[config.mk]
export PLATFORM = sky130hd
export DESIGN_NAME = cmb_mac
export DESIGN_NICKNAME = d
export VERILOG_FILES = /design/src/rtl/cmb_pkg.sv /design/src/rtl/cmb_mac.sv
export SDC_FILE = /design/constraint.sdc
export NUM_CORES = 2
export LEC_CHECK = 0
export BUFFER_PORTS_ARGS = -buffer_cell sky130_fd_sc_hd__buf_2
export CORE_MARGIN = 2
export CORE_UTILIZATION = 65
export CTS_BUF_LIST = sky130_fd_sc_hd__clkbuf_16
export DETAILED_ROUTE_END_ITERATION = 12
export GPL_TIMING_DRIVEN = 1
export HOLD_SLACK_MARGIN = 0.02
export PLACE_DENSITY = 0.83
export SYNTH_ARGS = -nofsm -noshare
export SYNTH_HDL_FRONTEND = slang
export SYNTH_SLANG_ARGS = --single-unit
[constraint.sdc]
create_clock -name aclk -period 9.4 [get_ports aclk]
set_input_delay 0.94 -clock aclk [delete_from_list [all_inputs] [get_ports aclk]]
set_output_delay 0.94 -clock aclk [all_outputs]
set_load 0.05 [all_outputs]
[src/rtl/cmb_pkg.sv]
// Shared types and constants for the 3x3 mirror-border convolution unit.
// No dependencies.
`default_nettype none
package cmb_pkg;

    localparam int ROW_BITS  = 12;
    localparam int OCOL_BITS = 10;
    localparam int FILT_BITS = 28;
    localparam int FW_BITS   = 11;
    localparam int FH_BITS   = 13;
    localparam int ADDR_BITS = 3;
    localparam int OUT_DW    = ((ROW_BITS + OCOL_BITS + FILT_BITS + 7) / 8) * 8;

    typedef enum logic [ADDR_BITS-1:0] {
        REG_KTOP    = 3'd0,
        REG_KMID    = 3'd1,
        REG_KBOT    = 3'd2,
        REG_FWIDTH  = 3'd3,
        REG_FHEIGHT = 3'd4
    } cfg_reg_e;

    typedef struct packed {
        logic [ROW_BITS-1:0] row;
        logic                last_row;
        logic                row_end;
    } item_ctl_t;

    typedef struct packed {
        logic [ROW_BITS-1:0]  row;
        logic [OCOL_BITS-1:0] col;
        logic                 run_last;
        logic                 frame_done;
    } res_tag_t;

endpackage
`default_nettype wire

[src/rtl/cmb_mac.sv]
// Two-stage multiply and sum of the 3x3 window against the kernel, output register.
// Depends on cmb_pkg.
`default_nettype none
module cmb_mac #(
    parameter int PIXEL_BITS = 8,
    parameter int COEF_BITS  = 16
) (
    input  wire logic                            aclk,
    input  wire logic                            aresetn,
    input  wire logic [3*COEF_BITS-1:0]          kernel_top,
    input  wire logic [3*COEF_BITS-1:0]          kernel_mid,
    input  wire logic [3*COEF_BITS-1:0]          kernel_bot,
    input  wire logic                            in_valid,
    output logic                                 in_ready,
    input  wire logic [2:0][PIXEL_BITS-1:0]      in_top,
    input  wire logic [2:0][PIXEL_BITS-1:0]      in_mid,
    input  wire logic [2:0][PIXEL_BITS-1:0]      in_bot,
    input  wire cmb_pkg::res_tag_t               in_tag,
    output logic                                 m_tvalid,
    input  wire logic                            m_tready,
    output logic [cmb_pkg::OUT_DW-1:0]           m_tdata,
    output logic                                 m_tlast,
    output logic                                 m_tuser
);
    import cmb_pkg::*;

    localparam int PW = PIXEL_BITS + 1 + COEF_BITS;

    logic signed [PW-1:0] prod_reg [9];
    logic                 v1_reg, out_ready;
    res_tag_t             tag1_reg, tag_out_reg;
    logic signed [FILT_BITS-1:0] sum, sum_reg;

    assign out_ready = !m_tvalid || m_tready;
    assign in_ready  = !v1_reg || out_ready;

    always_ff @(posedge aclk) begin
        if (!aresetn) begin
            v1_reg   <= 1'b0;
            m_tvalid <= 1'b0;
        end else begin
            if (in_ready) begin
                v1_reg <= in_valid;
            end
            if (out_ready) begin
                m_tvalid <= v1_reg;
            end
        end
    end

    always_ff @(posedge aclk) begin
        if (in_ready && in_valid) begin
            tag1_reg <= in_tag;
            for (int k = 0; k < 3; k++) begin
                prod_reg[k]   <= PW'($signed({1'b0, in_top[k]})
                                     * $signed(kernel_top[k*COEF_BITS +: COEF_BITS]));
                prod_reg[3+k] <= PW'($signed({1'b0, in_mid[k]})
                                     * $signed(kernel_mid[k*COEF_BITS +: COEF_BITS]));
                prod_reg[6+k] <= PW'($signed({1'b0, in_bot[k]})
                                     * $signed(kernel_bot[k*COEF_BITS +: COEF_BITS]));
            end
        end
    end

    always_comb begin
        sum = '0;
        for (int k = 0; k < 9; k++) begin
            sum = sum + FILT_BITS'(prod_reg[k]);
        end
    end

    always_ff @(posedge aclk) begin
        if (out_ready && v1_reg) begin
            sum_reg     <= sum;
            tag_out_reg <= tag1_reg;
        end
    end

    assign m_tdata = {(OUT_DW - ROW_BITS - OCOL_BITS - FILT_BITS)'(0), sum_reg,
                      tag_out_reg.col, tag_out_reg.row};
    assign m_tlast = tag_out_reg.run_last;
    assign m_tuser = tag_out_reg.frame_done;

endmodule
`default_nettype wire

* Word-level counts from Yosys, hierarchy flattened
Memories as Yosys holds them, arrays and structs flattened. Index checks and enable logic that the tools add are counted.
Operators by class: add/subtract/negate cells 8, multipliers 9, muxes and demuxes 2, reduce and logical (&&, ||, !) cells 6
Operator list (number):
- $mul 9x16->25 | 9
- $add 28x25->28 | 5
- $add 27x25->28 | 1
- $add 26x25->27 | 1
- $add 25x25->26 | 1
- $logic_and 1x1->1 | 2
- $logic_not 1->1 | 2
- $logic_or 1x1->1 | 2
- $mux 1 | 2
Word-level totals: bits in registers 78, memory bits (writable) 225, input port bits 244, word-level logic and storage cells 37, memories 1
Memory list:
- prod_reg | depth 9, width 25, read ports 9, clocked after memory_dff 0, write ports 9, line cmb_mac.sv:29 | logic signed [PW-1:0] prod_reg [9];

* Depth between registers and ports, before layout
An unclocked memory read counts as a cell.
word-level depth 9, depth in mapped cells 20, depth with buffers taken out 18

* Worst setup path after synthesis
OpenSTA, ideal clock, no wires.
path type in2reg, start point in m_tready, end point mem prod_reg[0][0] in the netlist's numbering (enable), setup time 0.640 ns, arrival 7.094 ns, data required time 8.760 ns, slack 1.666 ns, stages on the path 3, path buffers 0, path through nor2b_1 -> nand2_1 -> and2_1
RTL lines:
- start: declaration | line cmb_mac.sv:20 | input wire logic m_tready,
- end: declaration | line cmb_mac.sv:29

==> metrics.cfg <==
[clock_tree]
cts_hold_repair.buffers=0
cts_tree=yes
clkLatencyLatePin_ns=0.61
clk_pin_slew_ns=0.06
cts.sinks=303
postCtsSetupRepairBufs=0
cts_buffers=31
cts_max_path_buffers=3
cts_root_buffer=clkbuf_16
cts_resized=0
cts-htree-levels=1

[synthesis]
synth_ff_type=edfxtp_1
netlist_area_sq_mm=0.0569
synth-adder-area-share=0.490
yosysSeqAreaShare=0.159
ys_types=78
synth_top_family_by_area=adder cells
syn_avg_cell_area_sq_um=9.62
synth_edf_count=301
synth-compound-area-share=0.0651
yosys.area_share.simple=0.136
ys_ff_latch=303
synth_warnings=0
yosys-mux-area-fraction=0.000374
syn_inst=5921
synth-xor-area-share=0.0328
synth-async-reset-ratio=0

[die]
num_io_pins=304
die_w_microns=300
std_cell_rows=108
dieArea_sq_mm=0.0900
core_area_sq_mm=0.0868
die_h_microns=300
start_util=0.656

[grt]
antenna_found_initial=18
grt.total_usage=0.308
grt_pass1_wl_microns=221000
grt_pass1_vias=43300
grt_max_degree=88
gr-total-overflow=0

[layout]
layout_commonest_cell=inv_1
final_cell_mix=1666 x inv_1, 1095 x fa_1, 616 x nand2_1
final_nets=7983
fin_util=0.698
drive_gt1_frac=0.0612
largest_reg_flops=225
area_delta_synth_final_pct=6.30
final_cells=7358

[sta]
slew_headroom=0.276
fin_crit_ns=5.28
clock_skew_ns=0.0399
hold_violations=0
tightestPinTransition_ns=1.09
fin_crit_sh=0.562
rsz0062_at_grt=no
timing.fmax_ghz=0.189
setup_viol=0
setup_slack_ns=4.12
finalMaxSlewViolations=0
tns_ns=0

[setup_path]
path_cells=fa_1 > fa_1 > fa_1 > inv_1 > fa_1 > inv_1 > ha_1 > inv_1 > fa_1 > nor2b_1 > o31a_1 > o211a_1 > o211ai_1 > o31ai_1 > o221ai_1 > xnor2_1
worst_path_max_delay_cell=fa_1
worstSetupPathType=reg -> reg
critPathLaunchType=flop
cpPeakStageDelay_ns=0.55
crit_path_frequent_cell=fa_1
worst_ep_required_time_ns=9.74
crit_fanout=4
end_kind=flop
r2r_setup_slack_ns=4.12
cp.arrival_ns=5.62

[drt]
route.met3.wl_microns=7850
dr.pass1.iters=6
highest_layer=met5
wl_met1_microns=50600
routed-via-count=40700
viasPerCell=5.53
drt_wl_total_microns=133000
ant_nets=0
drc=0
drt-initial-drc-count=2953
wl_met2_microns=66900
drt-wirelength-per-cell_microns=18.0

[place]
dp_slack_ns=3.60
dp_cells=7288
hpwl_microns=113000
portBuffers=297
routabilityCongestion=0.932

[hold_path]
min_path_type=reg -> reg

[job]
cap_viol_max_count=0

[outcome]
outcome=finished, final reports clean

## worst paths after layout
path,from,endpoint,cells after the start
worst max-delay path,prod_reg[8][1],sum_reg[24],16
worst min-delay path,tag1_reg[4],m_tdata[14],0
worst min register to register,tag1_reg[4],m_tdata[14],0
worst max register to register,prod_reg[8][1],sum_reg[24],16
## through the flow
step                hold slack (ns)  cell area, sq um
floorplan                     0.400             57000
global route                  0.424             60500
CTS                           0.419             60500
detailed placement            0.405             59500
finish                        0.419             60500
global placement              0.401             59500
## synth_stat cells, types with 10 or more instances
cell	instances	area share
xnor2_1	155	0.024
o21ai_0	73	0.0064
clkbuf_1	87	0.0057
a211o_1	10	0.0015
nor2_1	100	0.0066
nor2b_1	31	0.0034
nand2b_1	24	0.0026
nor3_1	37	0.0033
inv_1	1658	0.11
xor2_1	58	0.0089
nand3_1	24	0.0021
o211ai_1	15	0.0020
a21o_1	80	0.011
nand4_1	10	0.0011
edfxtp_1	301	0.16
nand2_1	616	0.041
and2_1	614	0.067
a31oi_1	17	0.0019
o21bai_1	25	0.0033
a211oi_1	26	0.0034
or3_1	19	0.0021
ha_1	478	0.11
and3_1	21	0.0023
fa_1	1095	0.39
o21a_1	40	0.0053
a21oi_1	160	0.014
## final cells by class
cell class | count | area, sq um
antenna | 12 | 30.0
clock buffer | 31 | 776
clock inverter | 27 | 169
fill | 6458 | 26200
inverter | 1658 | 6220
multi-input combinational | 3871 | 41300
sequential | 303 | 9080
tap | 1155 | 1450
timing repair buffer | 301 | 1520
## per-layer routing
metal,global-route usage,vias to the layer above
li1,-,18300
met1,0.391,20600
met2,0.537,1434
met3,0.0306,341
met4,0.141,6
met5,0,-
## cells by family after synthesis
family | Yosys count
compound gates | 546
xor+xnor | 213
fa+ha+maj | 1573
buf+inv | 1752
flops | 303
mux | 2
other cells | 1
simple gates | 1531
## critical path: cells and delay by family, from the launching register on
family / cells / cell delay [ns]
compound gates: 5 / 1.32
xor+xnor: 1 / 0.17
fa+ha+maj: 6 / 2.69
buf+inv: 3 / 0.20
flops: 1 / 0.46
simple gates: 1 / 0.17
Power is left out: the tool's default activity adds up to more than one toggle a clock period on the data nets, which glitch-free logic cannot reach.
