<file path="config.mk">
export PLATFORM = sky130hd
export DESIGN_NAME = cmb_window
export DESIGN_NICKNAME = d
export VERILOG_FILES = /design/src/rtl/cmb_pkg.sv /design/src/rtl/cmb_window.sv
export SDC_FILE = /design/constraint.sdc
export NUM_CORES = 1
export LEC_CHECK = 0
export ABC_AREA = 1
export BUFFER_PORTS_ARGS = -buffer_cell sky130_fd_sc_hd__buf_2
export CORE_ASPECT_RATIO = 0.8
export CORE_MARGIN = 2
export CORE_UTILIZATION = 50
export DETAILED_ROUTE_END_ITERATION = 6
export GPL_TIMING_DRIVEN = 1
export PLACE_DENSITY = 0.75
export SLEW_MARGIN = 30
export SYNTH_ARGS = -nofsm -noshare
export SYNTH_HDL_FRONTEND = slang
export SYNTH_SLANG_ARGS = --single-unit
</file>
<file path="constraint.sdc">
create_clock -name aclk -period 4.4 [get_ports aclk]
set_clock_uncertainty 0.1 [all_clocks]
set_input_delay 0.88 -clock aclk [delete_from_list [all_inputs] [get_ports aclk]]
set_output_delay 0.88 -clock aclk [all_outputs]
set_load 0.05 [all_outputs]
</file>
<file path="src/rtl/cmb_pkg.sv">
// Shared types and constants for the 3x3 mirror-border convolution unit.
// No dependencies.
`default_nettype none
package cmb_pkg;

    localparam int ROW_BITS  = 12;
    localparam int OCOL_BITS = 10;
    localparam int FILT_BITS = 28;
    localparam int FW_BITS   = 11;
    localparam int FH_BITS   = 13;
    localparam int ADDR_BITS = 3;
    localparam int OUT_DW    = ((ROW_BITS + OCOL_BITS + FILT_BITS + 7) / 8) * 8;

    typedef enum logic [ADDR_BITS-1:0] {
        REG_KTOP    = 3'd0,
        REG_KMID    = 3'd1,
        REG_KBOT    = 3'd2,
        REG_FWIDTH  = 3'd3,
        REG_FHEIGHT = 3'd4
    } cfg_reg_e;

    typedef struct packed {
        logic [ROW_BITS-1:0] row;
        logic                last_row;
        logic                row_end;
    } item_ctl_t;

    typedef struct packed {
        logic [ROW_BITS-1:0]  row;
        logic [OCOL_BITS-1:0] col;
        logic                 run_last;
        logic                 frame_done;
    } res_tag_t;

endpackage
`default_nettype wire

</file>
<file path="src/rtl/cmb_window.sv">
// 3x3 window registers and the per-item result sequencer with mirror selection.
// Depends on cmb_pkg.
`default_nettype none
module cmb_window #(
    parameter int MAX_WIDTH  = 1024,
    parameter int PIXEL_BITS = 8,
    localparam int CW = $clog2(MAX_WIDTH)
) (
    input  wire logic                             aclk,
    input  wire logic                             aresetn,
    input  wire logic                             in_valid,
    output logic                                  in_ready,
    input  wire logic [PIXEL_BITS-1:0]            in_pixel,
    input  wire logic [PIXEL_BITS-1:0]            in_top,
    input  wire logic [PIXEL_BITS-1:0]            in_mid,
    input  wire logic [CW-1:0]                    in_col,
    input  wire cmb_pkg::item_ctl_t               in_ctl,
    output logic                                  o_valid,
    input  wire logic                             o_ready,
    output logic [2:0][PIXEL_BITS-1:0]            o_top,
    output logic [2:0][PIXEL_BITS-1:0]            o_mid,
    output logic [2:0][PIXEL_BITS-1:0]            o_bot,
    output cmb_pkg::res_tag_t                     o_tag
);
    import cmb_pkg::*;

    // win_reg[column oldest..newest][top, mid, bot]
    logic [2:0][2:0][PIXEL_BITS-1:0] win_reg;
    logic [3:0]          mask_reg, low_bit, mask_new;
    logic [CW-1:0]       col_reg;
    logic [ROW_BITS-1:0] row_reg;
    logic                last_row_reg, row_end_reg;
    logic                single, upper, main_pos, first, in_acc, taken;
    logic                en_main, en_end;
    logic [2:0][PIXEL_BITS-1:0] vec [3];

    assign low_bit  = mask_reg & (~mask_reg + 4'd1);
    assign single   = (mask_reg & (mask_reg - 4'd1)) == 4'd0;
    assign o_valid  = mask_reg != 4'd0;
    assign taken    = o_valid && o_ready;
    assign in_ready = !o_valid || (single && o_ready);
    assign in_acc   = in_valid && in_ready;

    assign en_main  = (in_ctl.row != '0) && (in_col != '0);
    assign en_end   = (in_ctl.row != '0) && in_ctl.row_end;
    assign mask_new = {en_end && in_ctl.last_row, en_end,
                       en_main && in_ctl.last_row, en_main};

    always_ff @(posedge aclk) begin
        if (!aresetn) begin
            win_reg  <= '0;
            mask_reg <= '0;
        end else begin
            if (in_acc) begin
                win_reg[0] <= win_reg[1];
                win_reg[1] <= win_reg[2];
                win_reg[2] <= {in_pixel, in_mid, in_top};
                mask_reg   <= mask_new;
            end else if (taken) begin
                mask_reg <= mask_reg & ~low_bit;
            end
        end
    end

    always_ff @(posedge aclk) begin
        if (in_acc) begin
            col_reg      <= in_col;
            row_reg      <= in_ctl.row;
            last_row_reg <= in_ctl.last_row;
            row_end_reg  <= in_ctl.row_end;
        end
    end

    assign upper    = low_bit[0] || low_bit[2];
    assign main_pos = low_bit[0] || low_bit[1];
    assign first    = col_reg == CW'(1);

    always_comb begin
        vec[0] = main_pos ? (first ? win_reg[2] : win_reg[0]) : win_reg[1];
        vec[1] = main_pos ? win_reg[1] : win_reg[2];
        vec[2] = main_pos ? win_reg[2] : win_reg[1];
        for (int j = 0; j < 3; j++) begin
            if (upper) begin
                o_top[j] = (row_reg == ROW_BITS'(1)) ? vec[j][2] : vec[j][0];
                o_mid[j] = vec[j][1];
                o_bot[j] = vec[j][2];
            end else begin
                o_top[j] = vec[j][1];
                o_mid[j] = vec[j][2];
                o_bot[j] = vec[j][1];
            end
        end
        o_tag.row        = upper ? row_reg - ROW_BITS'(1) : row_reg;
        o_tag.col        = OCOL_BITS'(main_pos ? col_reg - CW'(1) : col_reg);
        o_tag.run_last   = single;
        o_tag.frame_done = single && last_row_reg && row_end_reg;
    end

endmodule
`default_nettype wire

</file>
* Yosys cells after proc, flatten, opt, wreduce, memory -nomap -nowiden *
Cells that the tools add are included.

operators by class
  add/subtract/negate cells = 4
  eq/ne operators = 2
  multiplexer cells = 20
  bitwise operators = 5
  reduce and logical (&&, ||, !) cells = 18

operators with widths
  cell                     count
  $mux W24                 4
  $mux W8                  12
  $and A4 B4 Y4            3
  $eq A12 B1 Y1 const B    1
  $mux W12                 1
  $reduce_bool A12 Y1      1
  $sub A12 B1 Y12 const B  1
  $eq A10 B1 Y1 const B    1
  $mux W10                 1
  $reduce_bool A10 Y1      1
  $sub A10 B1 Y10 const B  1
  $logic_and A1 B1 Y1      9
  $mux W4                  2
  $not A4 Y4               2
  $add A4 B1 Y4 const B    1
  $logic_not A4 Y1         1
  $reduce_bool A4 Y1       1
  $sub A4 B1 Y4 const B    1
  $logic_or A1 B1 Y1       3
  $reduce_bool A2 Y1       1
  $logic_not A1 Y1         1

storage, ports and cells
  register bits after elaboration = 100
  logic and storage cells = 63

* Longest topological paths before layout *
Gate-level depths: netlist (run 1).

  word-level depth = 7
  depth in mapped cells = 11
  gate-level depth less buffers = 10

* Worst setup path before layout (run 1) *
OpenSTA, ideal clock, no wires.

  path kind = register to output
  start point = register mask_reg[1]
  end point = output port o_bot[16] in the netlist's numbering
  data arrival time = 2.091 ns
  data required time = 3.420 ns
  path slack = 1.329 ns
  cell stages (with the launch flop) = 7
  cell sequence = dfxtp_1 inv_1 nand2_1 buf_2 buf_2 a21oi_1 o21ai_0

RTL lines
  what                    line              text
  from (decl)             cmb_window.sv:29  logic [3:0] mask_reg, low_bit, mask_new;
  from (signal assigned)  cmb_window.sv:58  mask_reg <= mask_new;
  from (signal assigned)  cmb_window.sv:60  mask_reg <= mask_reg & ~low_bit;
  to (decl)               cmb_window.sv:22  output logic [2:0][PIXEL_BITS-1:0] o_bot,

==> metrics.cfg, run 1 <==
[run_status]
outcome=finished, final reports clean

[synth]
ys_warn_count=0
ys_seq_area_share_pct=36.3
synth_most_common_cell=nand2_1
ys_top_cells_by_area=dfxtp_1 25%, nand2_1 15%, edfxtp_1 12%
syn_area_um2=6170
yosysTopAreaCell=dfxtp_1
synth_top_cell_area_share_pct=24.7
ys_async_sr_fraction_pct=0
syn_avg_cell_area_um2=6.33
synth_cell_types=31
synth-main-ff-cell=dfxtp_1
synthCells=975
syn-num-nets=1031
ys_ff_latch=100
synth_edf_count=24
synth_commonest_cells=239 x nand2_1, 178 x nor2_1, 143 x o21ai_0, 97 x inv_1, 76 x dfxtp_1

[grt]
grt_start_max_net_pins=74
grt_antenna_before_repair=0
grt_pass1_vias=5743
grt_use_total_pct=27.9
gr-total-overflow=0
grt_first_pass_wirelength_um=29000

[sta]
rsz0062_at_grt=no
fin_tns_setup_ns=0
relSlewSlack_pct=47.0
setup_viol=0
fin_crit_ns=3.74
worst_pin_slew_ns=0.789
fmax_ghz=0.268
timing.final.crit_share_pct=84.9
hold_viol=0
hold_ws_ns=0.387
slew_violations=0

[placed_design]
placed_area_um2=6980
dp_hpwl_um=13400
gp_congestion=0.911
port_buffers=149

[floorplanning]
io_pins=150
rows=36
die_area_um2=13200
initial_core_util_pct=50.9
die_w_um=128
die_y_um=103
core-area_um2=12100

[hold_path]
min_path_type=flop to flop

[clock_tree]
clock_latency_ns=0.35
ctsResizeCount=0
cts_tree=yes
cts_buffer_depth=2
cts_buffers=9
numClockSinks=100
cts_hold_buf=0
clock-root-buffer=clkbuf_16
htreeDepth=3
path_clk_slew_ns=0.07
postCtsSetupBuffers=0

[drt]
wl_met3_um=1580
firstDrtPassIters=5
wl_um=18400
ant_nets=0
wl_met2_um=7790
vias=6624
drtIter0Drc=617
vias_per_cell=5.29
wl_met1_um=8770
drc=0
wl_per_cell_um=14.7
top_layer=met4

[setup_path]
endpoint_kind=primary output
start_kind=flop
crit_required_ns=3.42
worstPathArrival_ns=2.76
critPathKind=flop to primary output
cp_max_fo=23

[final_layout]
insertedDiodeCount=0
largest_register_ffs=72
fin_area_um2=7280
nFillCells=1194
drive_gt1_share_pct=17.6
syn_to_final_growth_pct=18.1
final_nets=1150

[flow_run]
cap_violations=0

-- routing by layer --
| layer | vias up | global-route usage, % |
|---|---|---|
| li1 | 3351 | - |
| met1 | 2968 | 41.3 |
| met2 | 282 | 41.9 |
| met3 | 23 | 5.35 |
| met4 | 0 | 7.19 |
| met5 | - | 0 |
-- logic make-up (layout without fill, tap and decap cells) --
logic type / after synthesis / count (layout) / synth area share (%)
compound gates: 182 / 182 / 15.7
xor+xnor: 18 / 18 / 2.56
fa+ha+maj: 4 / 4 / 0.811
buf+inv: 155 / 279 / 10.2
flops: 100 / 100 / 36.3
simple gates: 516 / 516 / 34.3
-- stage by stage --
step	utilization, %	setup WS, ns	std cells
after detailed placement	57.6	1.11	1235
after CTS	60.1	0.702	1251
final	60.1	0.663	1251
after floorplan	-	1.33	975
after global routing	60.1	0.427	1251
after global placement	57.6	1.17	1235
-- placed cells by master (no fill, tap or decap), types with 3 or more instances in the layout --
cell type / n
nand4_1: 3
inv_4: 3
a21boi_0: 8
nor3_1: 6
o211ai_1: 16
edfxtp_1: 24
buf_2: 149
clkbuf_16: 10
xor2_1: 17
o21ai_0: 143
buf_4: 13
a21oi_1: 12
nand3b_1: 3
dfxtp_1: 76
nand2_1: 238
inv_1: 97
nand3_1: 75
nor2_2: 3
nor2_1: 178
ha_1: 4
-- worst max-delay path, cell delays in order, from the launching register on --
cell and delay [ns]:
edfxtp_1 0.38, inv_1 0.11, ha_1 0.15, nand3_1 0.08, nor2_2 0.08, buf_4 0.23, nand2_1 0.25, buf_4 0.31
nand2_1 0.09, o211ai_1 0.08, nand2_1 0.18, nand2_1 0.09, nand2_1 0.08, buf_2 0.27
-- final cells by class --
class	count	area (µm²)	share of cell area (%)
Clock buffer	11	264	3.62
Clock inverter	5	38.8	0.532
Inverter	100	378	5.19
Multi-Input combinational cell	720	3310	45.4
Sequential cell	100	2240	30.8
Tap cell	152	190	2.61
Timing Repair Buffer	163	863	11.9
-- worst paths after layout --
check / cells after the start / endpoint / from / slack, ns
setup / recovery: 13 / o_top[3] / col_reg[1] / 0.66
hold / removal: 2 / win_reg[8] / win_reg[8] / 0.39
hold reg to reg: 2 / win_reg[8] / win_reg[8] / 0.39
setup reg to reg: 10 / win_reg[62] / mask_reg[1] / 1.53
Power of run 1 is left out: the tool's default activity adds up to more than one toggle a clock period on the data nets, which glitch-free logic cannot reach.
==> run 2, diff against run 1 <==
--- a/config.mk
+++ b/config.mk
@@ -9,10 +9,10 @@
 export BUFFER_PORTS_ARGS = -buffer_cell sky130_fd_sc_hd__buf_2
 export CORE_ASPECT_RATIO = 0.8
 export CORE_MARGIN = 2
-export CORE_UTILIZATION = 50
+export CORE_UTILIZATION = 49
 export DETAILED_ROUTE_END_ITERATION = 6
 export GPL_TIMING_DRIVEN = 1
-export PLACE_DENSITY = 0.75
+export PLACE_DENSITY = 0.77
 export SLEW_MARGIN = 30
 export SYNTH_ARGS = -nofsm -noshare
 export SYNTH_HDL_FRONTEND = slang
==> constraint.sdc (replaced) <==
create_clock -name aclk -period 3.2 [get_ports aclk]
set_clock_uncertainty 0.1 [all_clocks]
set_input_delay 0.64 -clock aclk [delete_from_list [all_inputs] [get_ports aclk]]
set_output_delay 0.64 -clock aclk [all_outputs]
set_load 0.05 [all_outputs]
==> run 2 against run 1 <==
Register-to-register slack lost 0.81 ns. Sequential cell count is the same. Sequential share of layout area decreased by 0.42 points. Critical endpoint unchanged.
==> metrics.cfg, run 2 (synthesis results as in run 1) <==
[run_status]
outcome=finished, final reports clean

[setup_path]
path_common_cell=nand2_1
endpoint_kind=primary output
slowest_delay_ns=0.38  ; about the same
r2r_cells=10  ; unchanged
cp_slowest_cell=edfxtp_1
critPathKind=flop to primary output
start_kind=flop
r2r_end=win_reg[26]
crit_path_start=col_reg[1]
path_cells=inv_1, ha_1, nand3_1, nor2_2, nand2_1, buf_4, nand2_1, o211ai_1, nand2_1, nand2_1, nand2_1, buf_2
worstPathArrival_ns=2.28  ; -0.48 ns
rr_startpoint=mask_reg[0]
cp_max_fo=32  ; +39%
crit_required_ns=2.46  ; -0.96 ns
reg2reg_setup_slack_ns=0.72  ; -0.81 ns

[drt]
ant_nets=0  ; unchanged
wl_per_cell_um=14.7  ; -0.12%
vias_per_cell=5.24  ; -1.1%
firstDrtPassIters=5  ; unchanged
wl_um=18800  ; +2.1%
top_layer=met4
wl_met3_um=1970  ; +25%
vias=6701  ; +1.2%
drtIter0Drc=551  ; -11%
wl_met1_um=8610  ; -1.8%
wl_met2_um=7900  ; +1.5%
drc=0  ; unchanged

[final_layout]
largest_register_ffs=72  ; unchanged
syn_to_final_growth_pct=19.7
nFillCells=1201  ; +0.59%
most-common-layout-cells=238 x nand2_1, 177 x nor2_1, 148 x buf_2
final_nets=1159  ; +0.78%
drive_gt1_share_pct=18.3  ; +0.76 points
layout_commonest_cell=nand2_1
insertedDiodeCount=0  ; unchanged

[sta]
timing.final.crit_share_pct=94.3
fin_crit_ns=3.02
setup_viol=0  ; unchanged
fmax_ghz=0.331
hold_viol=0  ; unchanged
fin_tns_setup_ns=0  ; unchanged
slew_violations=0  ; unchanged
rsz0062_at_grt=no
worst_pin_slew_ns=0.638  ; -0.151 ns
relSlewSlack_pct=57.0  ; +10 points

[floorplanning]
die_y_um=104  ; +0.98%
core-area_um2=12300  ; +1.1%
die_w_um=129  ; +0.98%
die_area_um2=13500  ; +2.0%
io_pins=150  ; unchanged
initial_core_util_pct=50.3  ; -0.56 points
rows=36  ; unchanged

[clock_tree]
cts_hold_buf=0  ; unchanged
cts_buffers=9  ; unchanged
postCtsSetupBuffers=0  ; unchanged
cts_buffer_depth=2  ; unchanged
numClockSinks=100  ; unchanged
htreeDepth=3  ; unchanged
clock_latency_ns=0.36  ; about the same
cts_tree=yes
clock-root-buffer=clkbuf_16
ctsResizeCount=0  ; unchanged
path_clk_slew_ns=0.07  ; about the same

[grt]
grt_start_max_net_pins=64  ; -14%
grt_antenna_before_repair=0  ; unchanged
grt_first_pass_wirelength_um=29500  ; +1.5%
grt_use_total_pct=27.5  ; -0.38 points
gr-total-overflow=0  ; unchanged
grt_pass1_vias=5745  ; +0.035%

[hold_path]
min_path_type=input port to flop
min_from=in_ctl[0]
hold_depth=1  ; -1
min_to=row_end_reg

[placed_design]
port_buffers=149  ; unchanged
gp_congestion=0.936  ; +2.8%
dp_hpwl_um=13700  ; +2.0%

[flow_run]
cap_violations=0  ; unchanged

[run 2: per-layer routing]
| layer | up-vias | global-route usage, % |
|---|---|---|
| li1 | 3373 | - |
| met1 | 2999 | 41.1 |
| met2 | 303 | 39.9 |
| met3 | 26 | 6.74 |
| met4 | 0 | 6.07 |
| met5 | - | 0 |
[run 2: worst max-delay path by stage]
stage	endpoint	slack, ns	cells after the start
global placement	o_top[2]	0.51	11
global route	o_bot[4]	0.004	12
floorplan	o_bot[16]	0.37	6
detailed placement	o_top[2]	0.47	11
finish	o_top[3]	0.18	12
CTS	o_top[2]	0.07	11
[run 2: layout make-up]
| class | count | area [µm²] | area share [%] |
|---|---|---|---|
| flip-flops and latches | 100 | 2240 | 30.4 |
| clock buffers | 9 | 225 | 3.05 |
| repair buffers | 172 | 950 | 12.9 |
| multi-input cells | 720 | 3320 | 44.9 |
| inverters | 100 | 378 | 5.12 |
| well taps | 171 | 214 | 2.90 |
| clock inverters | 7 | 57.6 | 0.779 |
[run 2: critical path: cells and delay by family, from the launching register on]
family	cells	cell delay (ns)
buffers and inverters	3	0.63
AO/OA/AOI/OAI	1	0.08
AND/OR/NAND/NOR	7	0.67
adder cells (fa/ha/maj)	1	0.16
flip-flops	1	0.38
[run 2: through the flow]
stage / util (%) / std cells / worst slack (ns) / instance area (µm²) / hold slack (ns)
5_1_grt: 60.3 / 1279 / 0.00438 / 7380 / 0.370
3_3_place_gp: 57.8 / 1263 / 0.514 / 7090 / 0.361
6_report: 60.3 / 1279 / 0.182 / 7380 / 0.371
4_1_cts: 60.1 / 1279 / 0.0712 / 7370 / 0.366
2_1_floorplan: - / 975 / 0.369 / 6170 / 0.355
3_5_place_dp: 57.8 / 1263 / 0.466 / 7090 / 0.370
Power of run 2 is left out for the same reason.
==> run 3, diff against run 2 <==
--- a/config.mk
+++ b/config.mk
@@ -6,13 +6,13 @@
 export NUM_CORES = 1
 export LEC_CHECK = 0
 export ABC_AREA = 1
-export BUFFER_PORTS_ARGS = -buffer_cell sky130_fd_sc_hd__buf_2
 export CORE_ASPECT_RATIO = 0.8
 export CORE_MARGIN = 2
-export CORE_UTILIZATION = 49
+export CORE_UTILIZATION = 58
 export DETAILED_ROUTE_END_ITERATION = 6
+export DONT_BUFFER_PORTS = 1
 export GPL_TIMING_DRIVEN = 1
-export PLACE_DENSITY = 0.77
+export PLACE_DENSITY = 0.76
 export SLEW_MARGIN = 30
 export SYNTH_ARGS = -nofsm -noshare
 export SYNTH_HDL_FRONTEND = slang
==> run 3 against run 2 <==
Utilization is 14 points higher. Cell count is 7.0% lower. Cell area is 4.1% higher. Worst setup slack worse by 0.024 ns.
==> metrics.cfg, run 3 (synthesis results as in run 1) <==
[grt]
grt_first_pass_wirelength_um=28900  ; -1.9%
gr-total-overflow=0  ; unchanged
grt_pass1_vias=5899  ; +2.7%
grt_start_max_net_pins=77  ; +20%
grt_use_total_pct=31.8  ; +4.3 points
grt_antenna_before_repair=1  ; +1

[floorplanning]
core-area_um2=10300  ; -16%
die_w_um=119  ; -7.8%
io_pins=150  ; unchanged
die_area_um2=11500  ; -15%
initial_core_util_pct=59.8  ; +9.4 points
rows=33  ; -8.3%
die_y_um=96.2  ; -7.8%

[drt]
vias=6580  ; -1.8%
drc=0  ; unchanged
wl_per_cell_um=15.1  ; +3.0%
ant_nets=0  ; unchanged
drtIter0Drc=696  ; +26%
wl_um=18000  ; -4.1%
firstDrtPassIters=6  ; +1
vias_per_cell=5.53  ; +5.5%

[setup_path]
endpoint_kind=primary output
cp_max_fo=25  ; -22%
start_kind=flop
worstPathArrival_ns=2.30  ; +0.02 ns
crit_required_ns=2.46  ; about the same
critPathKind=flop to primary output

[clock_tree]
path_clk_slew_ns=0.07  ; about the same
cts_buffer_depth=2  ; unchanged
cts_hold_buf=0  ; unchanged
cts_tree=yes
cts_buffers=9  ; unchanged
clock_latency_ns=0.35  ; about the same
numClockSinks=100  ; unchanged
htreeDepth=3  ; unchanged
clock-root-buffer=clkbuf_16

[placed_design]
gp_congestion=0.882  ; -5.8%
port_buffers=0  ; -100%
dp_hpwl_um=13000  ; -5.1%

[hold_path]
min_path_type=input port to flop

[flow_run]
cap_violations=0  ; unchanged

[sta]
setup_viol=0  ; unchanged
rsz0062_at_grt=no
timing.final.crit_share_pct=95.1  ; +0.76 points
slew_violations=0  ; unchanged
worst_pin_slew_ns=0.513  ; -0.126 ns
relSlewSlack_pct=65.4  ; +8.5 points
hold_viol=0  ; unchanged
fmax_ghz=0.329  ; -0.80%
fin_crit_ns=3.04  ; +0.0243 ns
fin_tns_setup_ns=0  ; unchanged
hold_ws_ns=0.287  ; -0.0838 ns

[final_layout]
insertedDiodeCount=0  ; unchanged
syn_to_final_growth_pct=24.6
layout_commonest_cell=nand2_1
largest_register_ffs=72  ; unchanged
final_nets=1101  ; -5.0%
final_util_pct=74.4  ; +14 points
drive_gt1_share_pct=13.8  ; -4.5 points
most-common-layout-cells=238 x nand2_1, 178 x nor2_1, 110 x o21ai_0

[run_status]
outcome=finished, final reports clean

## run 3: cell count changes in the layout (fill, tap and decap cells not counted), moves of 29 or more
cell and change:
buf_12 +29, buf_4 +62, buf_2 -148, o21ai_1 +33, o21ai_0 -33
## run 3: area by class of cell
cell class	instances	area [µm²]
clock buffer	10	239
clock inverter	6	86.3
fill	842	2640
inverter	100	382
multi-input combinational	720	3310
sequential	100	2240
tap	140	175
timing repair buffer	114	1250
## run 3: per-layer routing
layer	wire length [µm]	GRT usage (%)	vias up
met5	13	0	-
met4	331	9.22	2
met3	1880	8.41	35
met2	8080	53.4	351
met1	7680	40.7	2934
li1	-	-	3258
## run 3: repair_timing
action | 4_1_cts | 5_1_grt
endpoints found under the setup margin | 1 | 4
resized for setup | 1 | 2
buffers inserted | 0 | 2
hold endpoints to repair | 0 | 0
pin swaps | 0 | 0
## run 3: path summary, 6_finish.rpt
check	startpoint	end	slack, ns	depth (start not counted)
worst min register to register	win_reg[14]	win_reg[14]	0.38	2
worst max register to register	mask_reg[0]	win_reg[70]	0.57	10
worst min-delay path	in_col[5]	col_reg[5]	0.29	0
worst max-delay path	mask_reg[1]	o_top[16]	0.16	9
## run 3: stage by stage
stage,cells,worst slack (ns),cell area (µm²)
2_1_floorplan,975,0.369,6170
3_3_place_gp,1172,0.478,7330
3_5_place_dp,1172,0.378,7330
4_1_cts,1188,0.113,7660
5_1_grt,1190,0.0265,7680
6_report,1190,0.157,7680
## run 3: worst max-delay path, stage by stage, from the launching register on
cell,delay (ns)
dfxtp_1,0.49
inv_1,0.13
nand2_4,0.24
buf_6,0.26
nor2_1,0.09
a21oi_1,0.31
nand2_1,0.10
nand3_1,0.09
nand2_1,0.09
buf_12,0.16
Power of run 3 is left out for the same reason.
